`src/hdl/assert_macros.svh`:
```
// Assertion macros used by the timer scheduler datapath (tes_dp).
// Uses the clk and rst_n names of the module that expands them.
`ifndef ASSERT_MACROS_SVH
`define ASSERT_MACROS_SVH

// same-cycle implication
`define ASSERT_IMPL(label, ante, cons) \
  label: assert property (@(posedge clk) disable iff (!rst_n) (ante) |-> (cons)) \
    else $error("assertion failed");

// next-cycle implication
`define ASSERT_NEXT(label, ante, cons) \
  label: assert property (@(posedge clk) disable iff (!rst_n) (ante) |=> (cons)) \
    else $error("assertion failed");

`endif

```
`src/hdl/tes_pkg.sv`:
```
// Package for the timer expiry scheduler: codes, widths and command/status types.
// No dependencies; used by every module of the block except tes_ram.
`default_nettype none

package tes_pkg;

  localparam int SLOTS_DEF   = 16;
  localparam int MAX_FIRES   = 16;
  localparam int FIRE_CW     = $clog2(MAX_FIRES + 1);
  localparam int TPS_W       = 20;
  localparam int SEC_W       = 32;
  localparam int TICK_W      = 64;
  localparam int PROD_W      = SEC_W + TPS_W;
  localparam int REP_W       = 16;
  localparam int FC_W        = 17;
  localparam int OSLOT_W     = 4;

  localparam logic [TPS_W-1:0] TPS_RESET = TPS_W'(1000);
  localparam logic signed [FC_W-1:0] FC_FOREVER = -17'sd1;

  localparam logic [1:0] MODE_ADD    = 2'd0;
  localparam logic [1:0] MODE_CANCEL = 2'd1;
  localparam logic [1:0] MODE_RUN    = 2'd2;

  localparam logic [1:0] KIND_ADD    = 2'd0;
  localparam logic [1:0] KIND_CANCEL = 2'd1;
  localparam logic [1:0] KIND_FIRED  = 2'd2;

  localparam logic [1:0] ST_OK       = 2'd0;
  localparam logic [1:0] ST_BAD_ARGS = 2'd1;
  localparam logic [1:0] ST_FULL     = 2'd2;
  localparam logic [1:0] ST_EMPTY    = 2'd3;

  typedef logic [2:0] em_sel_t;
  localparam em_sel_t EM_ADD_BAD  = 3'd0;
  localparam em_sel_t EM_ADD_FULL = 3'd1;
  localparam em_sel_t EM_ADD_OK   = 3'd2;
  localparam em_sel_t EM_CANCEL   = 3'd3;
  localparam em_sel_t EM_PEND     = 3'd4;
  localparam em_sel_t EM_FINAL    = 3'd5;

  typedef struct packed {
    logic    load;
    logic    scan_clr;
    logic    scan_step;
    logic    scan_rd;
    logic    add_take;
    logic    mul_first;
    logic    mul_reload;
    logic    wr_exp_add;
    logic    wr_rest_add;
    logic    run_init;
    logic    pass_init;
    logic    fire;
    logic    emit;
    em_sel_t emit_sel;
  } ctrl_cmd_t;

  typedef struct packed {
    logic [1:0] mode;
    logic       add_bad;
    logic       scan_free;
    logic       scan_end;
    logic       have_best;
    logic       pend_vld;
    logic       last_fire;
    logic       out_free;
  } dp_status_t;

  function automatic logic [TICK_W-1:0] sat_add64(input logic [TICK_W-1:0] a,
                                                  input logic [TICK_W-1:0] b);
    logic [TICK_W:0] s;
    s = {1'b0, a} + {1'b0, b};
    return s[TICK_W] ? {TICK_W{1'b1}} : s[TICK_W-1:0];
  endfunction

endpackage

`default_nettype wire

```
`src/hdl/tes_ctrl.sv`:
```
// Controller state machine of the timer scheduler: sequences add, cancel and run.
// Depends on tes_pkg; drives the datapath through ctrl_cmd_t.
`default_nettype none

module tes_ctrl (
  input  wire logic                clk,
  input  wire logic                rst_n,
  input  wire logic                in_valid,
  output logic                     in_ready,
  input  wire tes_pkg::dp_status_t st,
  output tes_pkg::ctrl_cmd_t       cmd
);

  import tes_pkg::*;

  localparam logic [3:0] S_IDLE    = 4'd0;
  localparam logic [3:0] S_DECODE  = 4'd1;
  localparam logic [3:0] S_FSCAN   = 4'd2;
  localparam logic [3:0] S_MUL_A   = 4'd3;
  localparam logic [3:0] S_MUL_B   = 4'd4;
  localparam logic [3:0] S_MUL_C   = 4'd5;
  localparam logic [3:0] S_REPLY   = 4'd6;
  localparam logic [3:0] S_RSCAN   = 4'd7;
  localparam logic [3:0] S_RDRAIN  = 4'd8;
  localparam logic [3:0] S_RDECIDE = 4'd9;
  localparam logic [3:0] S_RPEND   = 4'd10;
  localparam logic [3:0] S_FIRE    = 4'd11;
  localparam logic [3:0] S_RFINAL  = 4'd12;

  logic [3:0] state_r, state_nxt;
  em_sel_t    em_sel_r, em_sel_nxt;

  always_comb begin
    state_nxt  = state_r;
    em_sel_nxt = em_sel_r;
    cmd        = '0;
    in_ready   = 1'b0;
    unique case (state_r)
      S_IDLE: begin
        in_ready = 1'b1;
        if (in_valid) begin
          cmd.load  = 1'b1;
          state_nxt = S_DECODE;
        end
      end
      S_DECODE: begin
        unique case (st.mode)
          MODE_ADD: begin
            if (st.add_bad) begin
              em_sel_nxt = EM_ADD_BAD;
              state_nxt  = S_REPLY;
            end else begin
              cmd.scan_clr = 1'b1;
              state_nxt    = S_FSCAN;
            end
          end
          MODE_CANCEL: begin
            em_sel_nxt = EM_CANCEL;
            state_nxt  = S_REPLY;
          end
          MODE_RUN: begin
            cmd.run_init  = 1'b1;
            cmd.pass_init = 1'b1;
            cmd.scan_clr  = 1'b1;
            state_nxt     = S_RSCAN;
          end
          default: state_nxt = S_IDLE;
        endcase
      end
      S_FSCAN: begin
        if (st.scan_free) begin
          cmd.add_take  = 1'b1;
          state_nxt     = S_MUL_A;
        end else if (st.scan_end) begin
          em_sel_nxt = EM_ADD_FULL;
          state_nxt  = S_REPLY;
        end else begin
          cmd.scan_step = 1'b1;
        end
      end
      S_MUL_A: begin
        cmd.mul_first = 1'b1;
        state_nxt     = S_MUL_B;
      end
      S_MUL_B: begin
        cmd.wr_exp_add = 1'b1;
        cmd.mul_reload = 1'b1;
        state_nxt      = S_MUL_C;
      end
      S_MUL_C: begin
        cmd.wr_rest_add = 1'b1;
        em_sel_nxt      = EM_ADD_OK;
        state_nxt       = S_REPLY;
      end
      S_REPLY: begin
        if (st.out_free) begin
          cmd.emit     = 1'b1;
          cmd.emit_sel = em_sel_r;
          state_nxt    = S_IDLE;
        end
      end
      S_RSCAN: begin
        cmd.scan_rd = 1'b1;
        if (st.scan_end) begin
          state_nxt = S_RDRAIN;
        end else begin
          cmd.scan_step = 1'b1;
        end
      end
      S_RDRAIN: state_nxt = S_RDECIDE;
      S_RDECIDE: begin
        if (!st.have_best) begin
          state_nxt = S_RFINAL;
        end else if (st.pend_vld) begin
          state_nxt = S_RPEND;
        end else begin
          state_nxt = S_FIRE;
        end
      end
      S_RPEND: begin
        if (st.out_free) begin
          cmd.emit     = 1'b1;
          cmd.emit_sel = EM_PEND;
          state_nxt    = S_FIRE;
        end
      end
      S_FIRE: begin
        cmd.fire = 1'b1;
        if (st.last_fire) begin
          state_nxt = S_RFINAL;
        end else begin
          cmd.pass_init = 1'b1;
          cmd.scan_clr  = 1'b1;
          state_nxt     = S_RSCAN;
        end
      end
      S_RFINAL: begin
        if (st.out_free) begin
          cmd.emit     = 1'b1;
          cmd.emit_sel = EM_FINAL;
          state_nxt    = S_IDLE;
        end
      end
      default: state_nxt = S_IDLE;
    endcase
  end

  always_ff @(posedge clk) begin
    if (!rst_n) begin
      state_r  <= S_IDLE;
      em_sel_r <= EM_ADD_BAD;
    end else begin
      state_r  <= state_nxt;
      em_sel_r <= em_sel_nxt;
    end
  end

endmodule

`default_nettype wire

```
`config.mk`:
```
export PLATFORM = sky130hd
export DESIGN_NAME = tes_ctrl
export DESIGN_NICKNAME = d
export VERILOG_FILES = /design/src/hdl/assert_macros.svh /design/src/hdl/tes_pkg.sv /design/src/hdl/tes_ctrl.sv
export SDC_FILE = /design/constraint.sdc
export NUM_CORES = 1
export LEC_CHECK = 0
export ABC_AREA = 1
export BUFFER_PORTS_ARGS = -buffer_cell sky130_fd_sc_hd__buf_2
export CAP_MARGIN = 20
export CORE_AREA = 5 5 43 45
export CTS_BUF_LIST = sky130_fd_sc_hd__clkbuf_8
export DETAILED_ROUTE_END_ITERATION = 10
export DIE_AREA = 0 0 48 50
export PLACE_DENSITY = 0.84
export SYNTH_ARGS = -nofsm -noshare
export SYNTH_HDL_FRONTEND = slang
export SYNTH_SLANG_ARGS = --single-unit
```
`constraint.sdc`:
```
create_clock -name clk -period 3.87 [get_ports clk]
set_input_delay 0.774 -clock clk [delete_from_list [all_inputs] [get_ports clk]]
set_output_delay 0.774 -clock clk [all_outputs]
set_load 0.01 [all_outputs]
```
==> run metrics <==
Cell Int Power 0.268 mW; status complete, no violations; 1st-iter DRT viols 31; post-CTS setup buffers 0; Final Cycle Share 0.615; Clk Latency, worst-skew pair 0.22 ns; FF-to-FF path depth 8; H-tree levels 1; Primary FF master, synth dfxtp_1; Yosys warning count 0; peak supply drop 372 uV; most common cell after layout, fill and taps aside nand2_1; Placement Rows 14; EDFF count, synth 0; CP max FO 3; Inserted Clock Buffers 3; gr usage total 0.170; Clock Pin Slew Worst Setup and Hold Paths 0.03 ns; Post-Place Worst Slack 1.50 ns; Syn Inst Count 136; hpwl dp 1590 um; CP arrival 1.61 ns; static leakage 0.612 nW; sw frac 0.516; Initial Util 0.503; Synth Register Bits 6; CP Launch Type input port; Final Critical Period 2.38 ns; family with the most delay on the worst path buffers and inverters; fraction of power consumed by sequential logic 0.216; CTS tree yes; first-pass GRT wire length 3060 um; # clock sinks 6; Critical path buffers and inverters 4; share of power burned in combinational logic 0.621; via count 915; drt wl/cell 10.5 um; fmax 420 MHz; drt via density 5.03; IO Port Bufs 28; CP Class input port to primary output; max_cap viols 0; crit-path cells buf_2, inv_1, ha_1, inv_1, nor2_1, nand3_1, nand3_1, buf_2; Final Max Tran Viols 0; path length in cells of the critical path 8; Worst setup EP type primary output; clock buffer depth 2; clock skew 0.00232 ns; post-synthesis sequential area ratio 0.166; Hold Path Depth 2; I/O Pins 29; diode count 0; grt met3 use 0.0109; setup ws final 1.49 ns; busiest layer in global routing met2; clk root buf clkbuf_8; worst-margin pin slew 0.366 ns; synthesized cell area 722 um^2; Final setup viols 0; NetSw 0.286 mW; GPL Wtd Cong 0.830; CTS hold repair buffers 0; syn avg cell area 5.31 um^2; Async S/R FF share, synth 0; core area 1440 um^2; Critical-path top delay cell ha_1; Layout area overhead 26.9%; vias in the first global route 799; RSZ-0062 raised after global routing false; clock power share 0.163; share of cells above drive strength 1 0.241; router iterations before antenna repair 4; Worst path max stage delay 0.18 ns; die height 50 um; worst path required time 3.10 ns; Setup TNS 0 ns; Die X 48 um; syn nets 152; Power Dens Cells 605 nW/um^2; total die area 2400 um^2; Max-slew headroom 0.755; global routing usage on met2 0.293; Remaining DRCs 0; largest net degree at the start of global routing 10; min-delay worst type flip-flop to flip-flop; Total Routed Length 1910 um; most frequent cells in the layout nand2_1, buf_2, nor2_1; Resize count post-CTS 0; met1 Usage GRT 0.207; initial antenna violation count 0; Final nets 184; grt total ovfl 0; distinct cell type count of the synthesized netlist 18; Detail Route Antenna Nets 0; Final Hold Vio Count 0
==> cell families after synthesis <==
kind of cell	count (synthesis)	synth area share
AO/OA/AOI/OAI	12	0.0867
buffers and inverters	24	0.130
flip-flops	6	0.166
AND/OR/NAND/NOR	90	0.548
adder cells (fa/ha/maj)	4	0.0693
==> worst register-to-register path, stage by stage, from the launching register on <==
cell and delay [ns]:
dfxtp_1 0.42, inv_2 0.09, nor2_1 0.30, nand3_1 0.15, nand3_1 0.14, inv_1 0.06, nand2_2 0.09, o21ai_0 0.10
nor2_1 0.10
==> Yosys cell counts (2+ instances only) <==
cell type	count	area (um^2)
nand2_2	3	18.8
nor2_1	27	101
nor3_1	2	10.0
dfxtp_1	6	120
ha_1	4	50.1
o21ai_0	6	30.0
a21oi_1	5	25.0
nand2_1	37	139
nand3_1	15	75.1
inv_1	21	78.8
inv_2	2	7.51
nor2_4	2	22.5
==> metal layers <==
layer	vias up	part of all wire
met5	-	0
met4	0	0
met3	0	0.075
met2	29	0.49
li1	482	-
met1	404	0.44
==> per-stage QoR <==
stage | hold WS [ns] | cells | area (um^2) | total power, mW | utilization
after floorplan | 0.436 | 136 | 722 | 0.369 | -
after global placement | 0.450 | 179 | 875 | 0.454 | 0.609
after detailed placement | 0.456 | 179 | 875 | 0.459 | 0.609
after CTS | 0.461 | 182 | 916 | 0.556 | 0.638
after global routing | 0.493 | 182 | 916 | 0.613 | 0.638
final | 0.459 | 182 | 916 | 0.554 | 0.638
==> path summary, 6_finish.rpt <==
kind | endpoint | slack, ns | start
worst max-delay path | cmd[14] | 1.49 | st[7]
worst min-delay path | em_sel_r[1] | 0.46 | em_sel_r[1]
worst max register to register | state_r[1] | 2.36 | state_r[2]
worst min register to register | em_sel_r[1] | 0.46 | em_sel_r[1]
==> power by group through the flow <==
stage                     clock, mW  combinational [mW]  sequential (mW)
after floorplan                   0               0.256            0.113
after global placement            0               0.335            0.119
after detailed placement          0               0.340            0.119
after CTS                    0.0940               0.343            0.118
after global routing         0.0987               0.392            0.122
final                        0.0905               0.344            0.120
==> area by class of cell <==
class	instances	area [um^2]
clock buffers	3	41.3
fillers	142	520
well taps	16	20.0
repair buffers	28	140
inverters	23	86.3
multi-input cells	106	508
flip-flops and latches	6	120
==> registers in the layout (all words and copies together), names as in the netlist <==
name,count
em_sel_r,2
state_r,4
Note: power is estimated with default switching activity, not from simulation.
