`src/hdl/assert_macros.svh`:
```
// Assertion macros used by the timer scheduler datapath (tes_dp).
// Uses the clk and rst_n names of the module that expands them.
`ifndef ASSERT_MACROS_SVH
`define ASSERT_MACROS_SVH

// same-cycle implication
`define ASSERT_IMPL(label, ante, cons) \
  label: assert property (@(posedge clk) disable iff (!rst_n) (ante) |-> (cons)) \
    else $error("assertion failed");

// next-cycle implication
`define ASSERT_NEXT(label, ante, cons) \
  label: assert property (@(posedge clk) disable iff (!rst_n) (ante) |=> (cons)) \
    else $error("assertion failed");

`endif

```
`src/hdl/tes_pkg.sv`:
```
// Package for the timer expiry scheduler: codes, widths and command/status types.
// No dependencies; used by every module of the block except tes_ram.
`default_nettype none

package tes_pkg;

  localparam int SLOTS_DEF   = 16;
  localparam int MAX_FIRES   = 16;
  localparam int FIRE_CW     = $clog2(MAX_FIRES + 1);
  localparam int TPS_W       = 20;
  localparam int SEC_W       = 32;
  localparam int TICK_W      = 64;
  localparam int PROD_W      = SEC_W + TPS_W;
  localparam int REP_W       = 16;
  localparam int FC_W        = 17;
  localparam int OSLOT_W     = 4;

  localparam logic [TPS_W-1:0] TPS_RESET = TPS_W'(1000);
  localparam logic signed [FC_W-1:0] FC_FOREVER = -17'sd1;

  localparam logic [1:0] MODE_ADD    = 2'd0;
  localparam logic [1:0] MODE_CANCEL = 2'd1;
  localparam logic [1:0] MODE_RUN    = 2'd2;

  localparam logic [1:0] KIND_ADD    = 2'd0;
  localparam logic [1:0] KIND_CANCEL = 2'd1;
  localparam logic [1:0] KIND_FIRED  = 2'd2;

  localparam logic [1:0] ST_OK       = 2'd0;
  localparam logic [1:0] ST_BAD_ARGS = 2'd1;
  localparam logic [1:0] ST_FULL     = 2'd2;
  localparam logic [1:0] ST_EMPTY    = 2'd3;

  typedef logic [2:0] em_sel_t;
  localparam em_sel_t EM_ADD_BAD  = 3'd0;
  localparam em_sel_t EM_ADD_FULL = 3'd1;
  localparam em_sel_t EM_ADD_OK   = 3'd2;
  localparam em_sel_t EM_CANCEL   = 3'd3;
  localparam em_sel_t EM_PEND     = 3'd4;
  localparam em_sel_t EM_FINAL    = 3'd5;

  typedef struct packed {
    logic    load;
    logic    scan_clr;
    logic    scan_step;
    logic    scan_rd;
    logic    add_take;
    logic    mul_first;
    logic    mul_reload;
    logic    wr_exp_add;
    logic    wr_rest_add;
    logic    run_init;
    logic    pass_init;
    logic    fire;
    logic    emit;
    em_sel_t emit_sel;
  } ctrl_cmd_t;

  typedef struct packed {
    logic [1:0] mode;
    logic       add_bad;
    logic       scan_free;
    logic       scan_end;
    logic       have_best;
    logic       pend_vld;
    logic       last_fire;
    logic       out_free;
  } dp_status_t;

  function automatic logic [TICK_W-1:0] sat_add64(input logic [TICK_W-1:0] a,
                                                  input logic [TICK_W-1:0] b);
    logic [TICK_W:0] s;
    s = {1'b0, a} + {1'b0, b};
    return s[TICK_W] ? {TICK_W{1'b1}} : s[TICK_W-1:0];
  endfunction

endpackage

`default_nettype wire

```
`src/hdl/tes_ram.sv`:
```
// Generic single-write, single-read RAM with registered read data.
// No dependencies.
`default_nettype none

module tes_ram #(
  parameter int WIDTH = 8,
  parameter int DEPTH = 16
) (
  input  wire logic                     clk,
  input  wire logic                     we,
  input  wire logic [$clog2(DEPTH)-1:0] waddr,
  input  wire logic [WIDTH-1:0]         wdata,
  input  wire logic [$clog2(DEPTH)-1:0] raddr,
  output logic      [WIDTH-1:0]         rdata
);

  logic [WIDTH-1:0] mem_r [DEPTH];
  logic [WIDTH-1:0] rdata_r;

  always_ff @(posedge clk) begin
    if (we) begin
      mem_r[waddr] <= wdata;
    end
    rdata_r <= mem_r[raddr];
  end

  assign rdata = rdata_r;

endmodule

`default_nettype wire

```
`src/hdl/tes_dp.sv`:
```
// Datapath of the timer scheduler: timer tables, slot scan, earliest-expiry
// compare, interval multiplier and result register. Depends on tes_pkg, tes_ram.
`default_nettype none
`include "assert_macros.svh"

module tes_dp #(
  parameter int SLOTS = tes_pkg::SLOTS_DEF
) (
  input  wire logic                             clk,
  input  wire logic                             rst_n,
  input  wire tes_pkg::ctrl_cmd_t               cmd,
  output tes_pkg::dp_status_t                   st,
  input  wire logic [1:0]                       in_mode,
  input  wire logic [tes_pkg::TICK_W-1:0]       in_now_tick,
  input  wire logic [tes_pkg::SEC_W-1:0]        in_first_delay_sec,
  input  wire logic [tes_pkg::SEC_W-1:0]        in_reload_sec,
  input  wire logic signed [tes_pkg::FC_W-1:0]  in_fire_count,
  input  wire logic [3:0]                       in_target_slot,
  input  wire logic [tes_pkg::TPS_W-1:0]        tps,
  output logic                                  out_valid,
  input  wire logic                             out_ready,
  output logic [1:0]                            out_kind,
  output logic [1:0]                            out_status,
  output logic [tes_pkg::OSLOT_W-1:0]           out_slot,
  output logic                                  out_nothing_due,
  output logic                                  out_last
);

  import tes_pkg::*;

  localparam int SW    = $clog2(SLOTS);
  localparam int REPRW = REP_W + 1;

  // latched item
  logic [1:0]              mode_r;
  logic [TICK_W-1:0]       now_r;
  logic [SEC_W-1:0]        first_r;
  logic [SEC_W-1:0]        reload_r;
  logic signed [FC_W-1:0]  fc_r;
  logic [3:0]              target_r;

  logic [SLOTS-1:0]        used_r;
  logic [SLOTS-1:0]        fired_r;
  logic [SW-1:0]           scan_r;
  logic [SW-1:0]           slot_r;
  logic [PROD_W-1:0]       prod_r;
  logic [PROD_W-1:0]       prod_nxt;

  logic                    cmp_vld_r;
  logic [SW-1:0]           cmp_idx_r;
  logic                    have_best_r;
  logic [SW-1:0]           best_idx_r;
  logic [TICK_W-1:0]       best_exp_r;
  logic [TICK_W-1:0]       best_rel_r;
  logic [REPRW-1:0]        best_rep_r;
  logic                    pend_vld_r;
  logic [SW-1:0]           pend_slot_r;
  logic [FIRE_CW-1:0]      n_r;

  logic                    out_valid_r;
  logic [1:0]              out_kind_r;
  logic [1:0]              out_status_r;
  logic [OSLOT_W-1:0]      out_slot_r;
  logic                    out_nd_r;
  logic                    out_last_r;

  logic                    fc_forever;
  logic                    add_bad;
  logic                    cancel_ok;
  logic [SW-1:0]           tgt_idx;
  logic                    out_free;
  logic                    better;
  logic [REP_W-1:0]        rep_new;
  logic                    rearm;
  logic [TICK_W-1:0]       rearm_tick;

  logic                    exp_we;
  logic [SW-1:0]           exp_waddr;
  logic [TICK_W-1:0]       exp_wdata;
  logic [TICK_W-1:0]       exp_q;
  logic [TICK_W-1:0]       rel_q;
  logic                    rep_we;
  logic [REPRW-1:0]        rep_wdata;
  logic [REPRW-1:0]        rep_q;

  logic [1:0]              em_kind;
  logic [1:0]              em_status;
  logic [OSLOT_W-1:0]      em_slot;
  logic                    em_nd;
  logic                    em_last;

  assign fc_forever = (fc_r == FC_FOREVER);
  assign add_bad    = !(fc_forever || (fc_r > 17'sd0)) ||
                      (fc_forever && (reload_r == '0));
  assign tgt_idx    = SW'(target_r);
  assign cancel_ok  = ({28'd0, target_r} < 32'(SLOTS)) && used_r[tgt_idx];
  assign out_free   = !out_valid_r || out_ready;

  assign prod_nxt   = PROD_W'(cmd.mul_reload ? reload_r : first_r) * PROD_W'(tps);

  assign better = cmp_vld_r && used_r[cmp_idx_r] && !fired_r[cmp_idx_r] &&
                  (exp_q <= now_r) && (!have_best_r || (exp_q < best_exp_r));

  assign rep_new    = (!best_rep_r[REP_W] && (best_rep_r[REP_W-1:0] != '0)) ?
                      best_rep_r[REP_W-1:0] - REP_W'(1) : best_rep_r[REP_W-1:0];
  assign rearm      = best_rep_r[REP_W] || (rep_new != '0);
  assign rearm_tick = sat_add64(now_r, best_rel_r);

  assign exp_we    = cmd.wr_exp_add || cmd.fire;
  assign exp_waddr = cmd.fire ? best_idx_r : slot_r;
  assign exp_wdata = cmd.fire ? rearm_tick : sat_add64(now_r, TICK_W'(prod_r));
  assign rep_we    = cmd.wr_rest_add || cmd.fire;
  assign rep_wdata = cmd.fire ? {best_rep_r[REP_W], rep_new} :
                     {fc_forever, fc_forever ? {REP_W{1'b0}} : fc_r[REP_W-1:0]};

  tes_ram #(.WIDTH(TICK_W), .DEPTH(SLOTS)) u_exp_ram (
    .clk   (clk),
    .we    (exp_we),
    .waddr (exp_waddr),
    .wdata (exp_wdata),
    .raddr (scan_r),
    .rdata (exp_q)
  );

  tes_ram #(.WIDTH(TICK_W), .DEPTH(SLOTS)) u_rel_ram (
    .clk   (clk),
    .we    (cmd.wr_rest_add),
    .waddr (slot_r),
    .wdata (TICK_W'(prod_r)),
    .raddr (scan_r),
    .rdata (rel_q)
  );

  tes_ram #(.WIDTH(REPRW), .DEPTH(SLOTS)) u_rep_ram (
    .clk   (clk),
    .we    (rep_we),
    .waddr (exp_waddr),
    .wdata (rep_wdata),
    .raddr (scan_r),
    .rdata (rep_q)
  );

  always_comb begin
    em_kind   = KIND_FIRED;
    em_status = ST_OK;
    em_slot   = '0;
    em_nd     = 1'b0;
    em_last   = 1'b1;
    unique case (cmd.emit_sel)
      EM_ADD_BAD: begin
        em_kind   = KIND_ADD;
        em_status = ST_BAD_ARGS;
      end
      EM_ADD_FULL: begin
        em_kind   = KIND_ADD;
        em_status = ST_FULL;
      end
      EM_ADD_OK: begin
        em_kind = KIND_ADD;
        em_slot = OSLOT_W'(slot_r);
      end
      EM_CANCEL: begin
        em_kind   = KIND_CANCEL;
        em_status = cancel_ok ? ST_OK : ST_EMPTY;
        em_slot   = target_r;
      end
      EM_PEND: begin
        em_slot = OSLOT_W'(pend_slot_r);
        em_last = 1'b0;
      end
      EM_FINAL: begin
        em_slot = pend_vld_r ? OSLOT_W'(pend_slot_r) : '0;
        em_nd   = !pend_vld_r;
      end
      default: em_kind = KIND_FIRED;
    endcase
  end

  // payload registers
  always_ff @(posedge clk) begin
    if (cmd.load) begin
      mode_r   <= in_mode;
      now_r    <= in_now_tick;
      first_r  <= in_first_delay_sec;
      reload_r <= in_reload_sec;
      fc_r     <= in_fire_count;
      target_r <= in_target_slot;
    end
    if (cmd.add_take) begin
      slot_r <= scan_r;
    end
    if (cmd.mul_first || cmd.mul_reload) begin
      prod_r <= prod_nxt;
    end
    cmp_idx_r <= scan_r;
    if (better) begin
      best_idx_r <= cmp_idx_r;
      best_exp_r <= exp_q;
      best_rel_r <= rel_q;
      best_rep_r <= rep_q;
    end
    if (cmd.fire) begin
      pend_slot_r <= best_idx_r;
    end
    if (cmd.emit) begin
      out_kind_r   <= em_kind;
      out_status_r <= em_status;
      out_slot_r   <= em_slot;
      out_nd_r     <= em_nd;
      out_last_r   <= em_last;
    end
  end

  // control state
  always_ff @(posedge clk) begin
    if (!rst_n) begin
      used_r      <= '0;
      fired_r     <= '0;
      scan_r      <= '0;
      cmp_vld_r   <= 1'b0;
      have_best_r <= 1'b0;
      pend_vld_r  <= 1'b0;
      n_r         <= '0;
      out_valid_r <= 1'b0;
    end else begin
      cmp_vld_r <= cmd.scan_rd;
      if (cmd.scan_clr) begin
        scan_r <= '0;
      end else if (cmd.scan_step) begin
        scan_r <= scan_r + SW'(1);
      end
      if (cmd.wr_rest_add) begin
        used_r[slot_r] <= 1'b1;
      end
      if (cmd.emit && (cmd.emit_sel == EM_CANCEL) && cancel_ok) begin
        used_r[tgt_idx] <= 1'b0;
      end
      if (cmd.run_init) begin
        fired_r    <= '0;
        pend_vld_r <= 1'b0;
        n_r        <= '0;
      end
      if (cmd.pass_init) begin
        have_best_r <= 1'b0;
      end else if (better) begin
        have_best_r <= 1'b1;
      end
      if (cmd.fire) begin
        fired_r[best_idx_r] <= 1'b1;
        pend_vld_r          <= 1'b1;
        n_r                 <= n_r + FIRE_CW'(1);
        if (!rearm) begin
          used_r[best_idx_r] <= 1'b0;
        end
      end
      if (cmd.emit) begin
        out_valid_r <= 1'b1;
      end else if (out_ready) begin
        out_valid_r <= 1'b0;
      end
    end
  end

  assign st.mode      = mode_r;
  assign st.add_bad   = add_bad;
  assign st.scan_free = !used_r[scan_r];
  assign st.scan_end  = (scan_r == SW'(SLOTS - 1));
  assign st.have_best = have_best_r;
  assign st.pend_vld  = pend_vld_r;
  assign st.last_fire = (n_r == FIRE_CW'(MAX_FIRES - 1));
  assign st.out_free  = out_free;

  assign out_valid       = out_valid_r;
  assign out_kind        = out_kind_r;
  assign out_status      = out_status_r;
  assign out_slot        = out_slot_r;
  assign out_nothing_due = out_nd_r;
  assign out_last        = out_last_r;

  `ASSERT_IMPL(a_emit_free, cmd.emit, out_free)
  `ASSERT_IMPL(a_fire_best, cmd.fire, have_best_r && !fired_r[best_idx_r])
  `ASSERT_IMPL(a_take_free, cmd.wr_rest_add, !used_r[slot_r])
  `ASSERT_NEXT(a_fire_cap, cmd.fire, n_r <= FIRE_CW'(MAX_FIRES))

endmodule

`default_nettype wire
```
`config.mk`:
```
export PLATFORM = sky130hd
export DESIGN_NAME = tes_dp
export DESIGN_NICKNAME = d
export VERILOG_FILES = /design/src/hdl/tes_pkg.sv /design/src/hdl/tes_ram.sv /design/src/hdl/tes_dp.sv
export VERILOG_INCLUDE_DIRS = /design/src /design/src/hdl
export SDC_FILE = /design/constraint.sdc
export NUM_CORES = 2
export LEC_CHECK = 0
export BUFFER_PORTS_ARGS = -buffer_cell sky130_fd_sc_hd__buf_4
export CAP_MARGIN = 20
export CORE_MARGIN = 2
export CORE_UTILIZATION = 40
export CTS_BUF_LIST = sky130_fd_sc_hd__clkbuf_4 sky130_fd_sc_hd__clkbuf_8 sky130_fd_sc_hd__clkbuf_16
export DETAILED_ROUTE_END_ITERATION = 8
export PLACE_DENSITY = 0.63
export SLEW_MARGIN = 20
export SYNTH_ARGS = -nofsm -noshare
export SYNTH_HDL_FRONTEND = slang
export SYNTH_SLANG_ARGS = --single-unit
```
`constraint.sdc`:
```
create_clock -name clk -period 11.55 [get_ports clk]
set_input_delay 2.31 -clock clk [delete_from_list [all_inputs] [get_ports clk]]
set_output_delay 2.31 -clock clk [all_outputs]
set_load 0.03 [all_outputs]
```
==> run summary <==
Critical path arrival - 10.31 ns
Drt wl/cell - 26.5 um
Most frequent cells in the layout - edfxtp_1, inv_1, mux4_2, fa_1, nand2_1
Setup total negative slack - 0 ns
Most common cell after layout, fill and taps aside - edfxtp_1
CTS buffer count - 290
Post-synth EDFFs - 2486
Clk pin slew, worst setup/hold paths - 0.06 ns
Fmax - 0.103 GHz
Crit-path cells - buf_4 -> mux2_2 -> and2_1 -> fa_1 -> fa_1 -> inv_1 -> fa_1 -> inv_1 -> fa_1 -> inv_1 -> fa_1 -> inv_1 -> fa_1 -> fa_1 -> ha_1 -> nand4_1 -> or3_1 -> o211ai_1 -> a2111o_1 -> a31oi_1 -> o31a_1 -> o41ai_2 -> mux2i_1 -> nand4_1
# port buffers - 209
Fin crit period - 9.73 ns
Setup-failing EPs final - 0
Initial core utilization - 40.2%
Fin. max-slew vios - 0
Yosys Warn Count - 0
Crit-path leading delay family - adder cells
Hold_buf cts - 0
Row cnt - 207
RSZ-0062 raised after global routing - false
Share of cells above drive strength 1 - 20.3%
Vias in the first global route - 73400
Worst hold-check path type - reg -> reg
DR iter-0 viols - 6702
Crit Path Class - in -> reg
Post-synth cell types - 86
Via-to-Cell Ratio - 5.62
Setup bufs post-CTS - 0
Area growth from synthesis to layout - 13.2%
Crit start category - primary input
Syn nets - 8979
Post-DRT Antenna Nets - 0
Root Buffer - clkbuf_16
Worst clock skew - 0.0938 ns
Die Area - 324000 um2
Final HPWL DP - 213 mm
Worst EP required - 12.13 ns
Status - finished clean
Number of synthesized register bits - 2668
Max Cap Violations - 0
Core area - 318000 um2
Antenna violations before repair - 8
Pre-antenna DRT Iters - 6
CP max FO - 33
DRC viols - 0
Vias - 70700
Clock Latency Late Sink - 0.91 ns
Die Ht - 569 um
Post-Route WL - 333 mm
CTS tree - done
GPL Wtd Cong - 0.898
Sequential share of the synthesized area - 61.2%
Final hold vios - 0
Max Buffers Root-to-Sink - 4
Primary FF master, synth - edfxtp_1
Nets - 9295
Global-route wire length before repair - 490 mm
Mapped Area - 128000 um2
Worst path most repeated cell - fa_1
Final period utilization - 84.2%
Io pins - 210
Ys async rst share - 0%
Crit path max-delay cell type - mux2_2
GRT Util Overall - 20.4%
Worst rel slew slack - 25.9%
Sink Count - 2668
Bufs and invs on worst path - 5
GR Overflow Total - 0
Cell count after synthesis - 7854
Syn_area_per_cell - 16.3 um2
Setup crit end kind - flop
CTS resizes - 0
Chip Width - 569 um
Hold_ws - 0.368 ns
Htree depth - 5
Largest net degree at the start of global routing - 132
Slowest stage delay, CP - 0.61 ns
Worst-margin pin slew - 1.11 ns
-- through the flow --
stage	instance area, um2	std cells	utilization, %	worst slack, ns
after floorplan	128000	7854	-	1.71
after global placement	135000	12000	42.4	1.09
after detailed placement	135000	12000	42.4	1.03
after CTS	145000	12600	45.5	1.94
after global routing	145000	12600	45.5	1.53
final	145000	12600	45.5	1.82
-- flip-flops by register name (all words and copies together) (netlist names), 5 cells and up --
name             flops
now_r               64
prod_r              52
u_rep_ram.rdata     17
first_r             32
best_rep_r          17
u_exp_ram.rdata     64
u_rel_ram.mem_r    832
used_r              16
fired_r             16
u_rep_ram.mem_r    272
u_exp_ram.mem_r   1024
fc_r                17
best_exp_r          64
u_rel_ram.rdata     52
reload_r            32
best_rel_r          52
n_r                  5
-- kinds of logic after synthesis --
logic type / share of synthesized area (%)
and+or+nand+nor: 5.36
buffers and inverters: 3.35
adders and majority gates: 12.3
xor gates and xnor gates: 1.14
muxes: 12.2
DFF: 61.2
AOI/OAI and AO/OA: 4.40
-- layer usage --
metal | track usage (%) | part of all wire (%)
met3 | 2.76 | 6.6
met4 | 5.86 | 2.7
met1 | 28.0 | 42
met5 | 0 | 0.0042
met2 | 33.8 | 49
-- synth_stat cells (7+ instances only) --
cell,n,area [um2]
nor2_1,190,713
o221ai_1,23,201
a21o_1,142,1070
mux2_2,33,372
nand2_1,519,1950
a22oi_1,60,450
xor2_1,67,587
and4_1,7,61.3
or3_1,11,68.8
a21oi_1,230,1150
a211o_1,9,78.8
xnor2_1,99,867
dfxtp_1,182,3640
o31ai_1,9,67.6
fa_1,538,10800
o21bai_1,12,90.1
a21boi_0,9,67.6
nor4_1,21,131
nand3_1,68,340
edfxtp_1,2486,74700
nor3_1,38,190
a21oi_2,8,70.1
inv_1,757,2840
or2_2,7,43.8
nand3b_1,8,60.1
mux2i_1,8,80.1
ha_1,397,4970
nor2b_1,43,269
clkbuf_1,303,1140
a31oi_1,34,213
nand2b_1,35,219
o21ai_0,150,751
a211oi_1,25,188
buf_1,64,240
o211ai_1,32,240
and3_1,36,225
mux4_2,675,15200
o21a_1,23,173
nand4_1,61,382
nor3b_1,10,75.1
a311oi_1,8,70.1
and2_1,314,1960
-- path summary, 6_finish.rpt --
| kind | endpoint | slack (ns) | cells after the start | startpoint |
|---|---|---|---|---|
| max | prod_r[51]$_DFFE_PP_ | 1.82 | 24 | cmd[9] |
| min | best_rel_r[48]$_DFFE_PP_ | 0.37 | 0 | u_rel_ram.rdata[48]$_DFF_P_ |
| max reg2reg | prod_r[51]$_DFFE_PP_ | 3.28 | 23 | first_r[10]$_DFFE_PP_ |
| min reg2reg | best_rel_r[48]$_DFFE_PP_ | 0.37 | 0 | u_rel_ram.rdata[48]$_DFF_P_ |
-- area by class of cell --
type	instances	area, um2
antenna	4	10.0
clock buffer	382	8140
clock inverter	147	1590
fill	27300	173000
inverter	757	2840
multi-input combinational	4052	45700
sequential	2668	78300
tap	4180	5230
timing repair buffer	401	3050
Power is not shown: default switching activity piles up to over one toggle a cycle in this logic, so the estimate is an artifact.
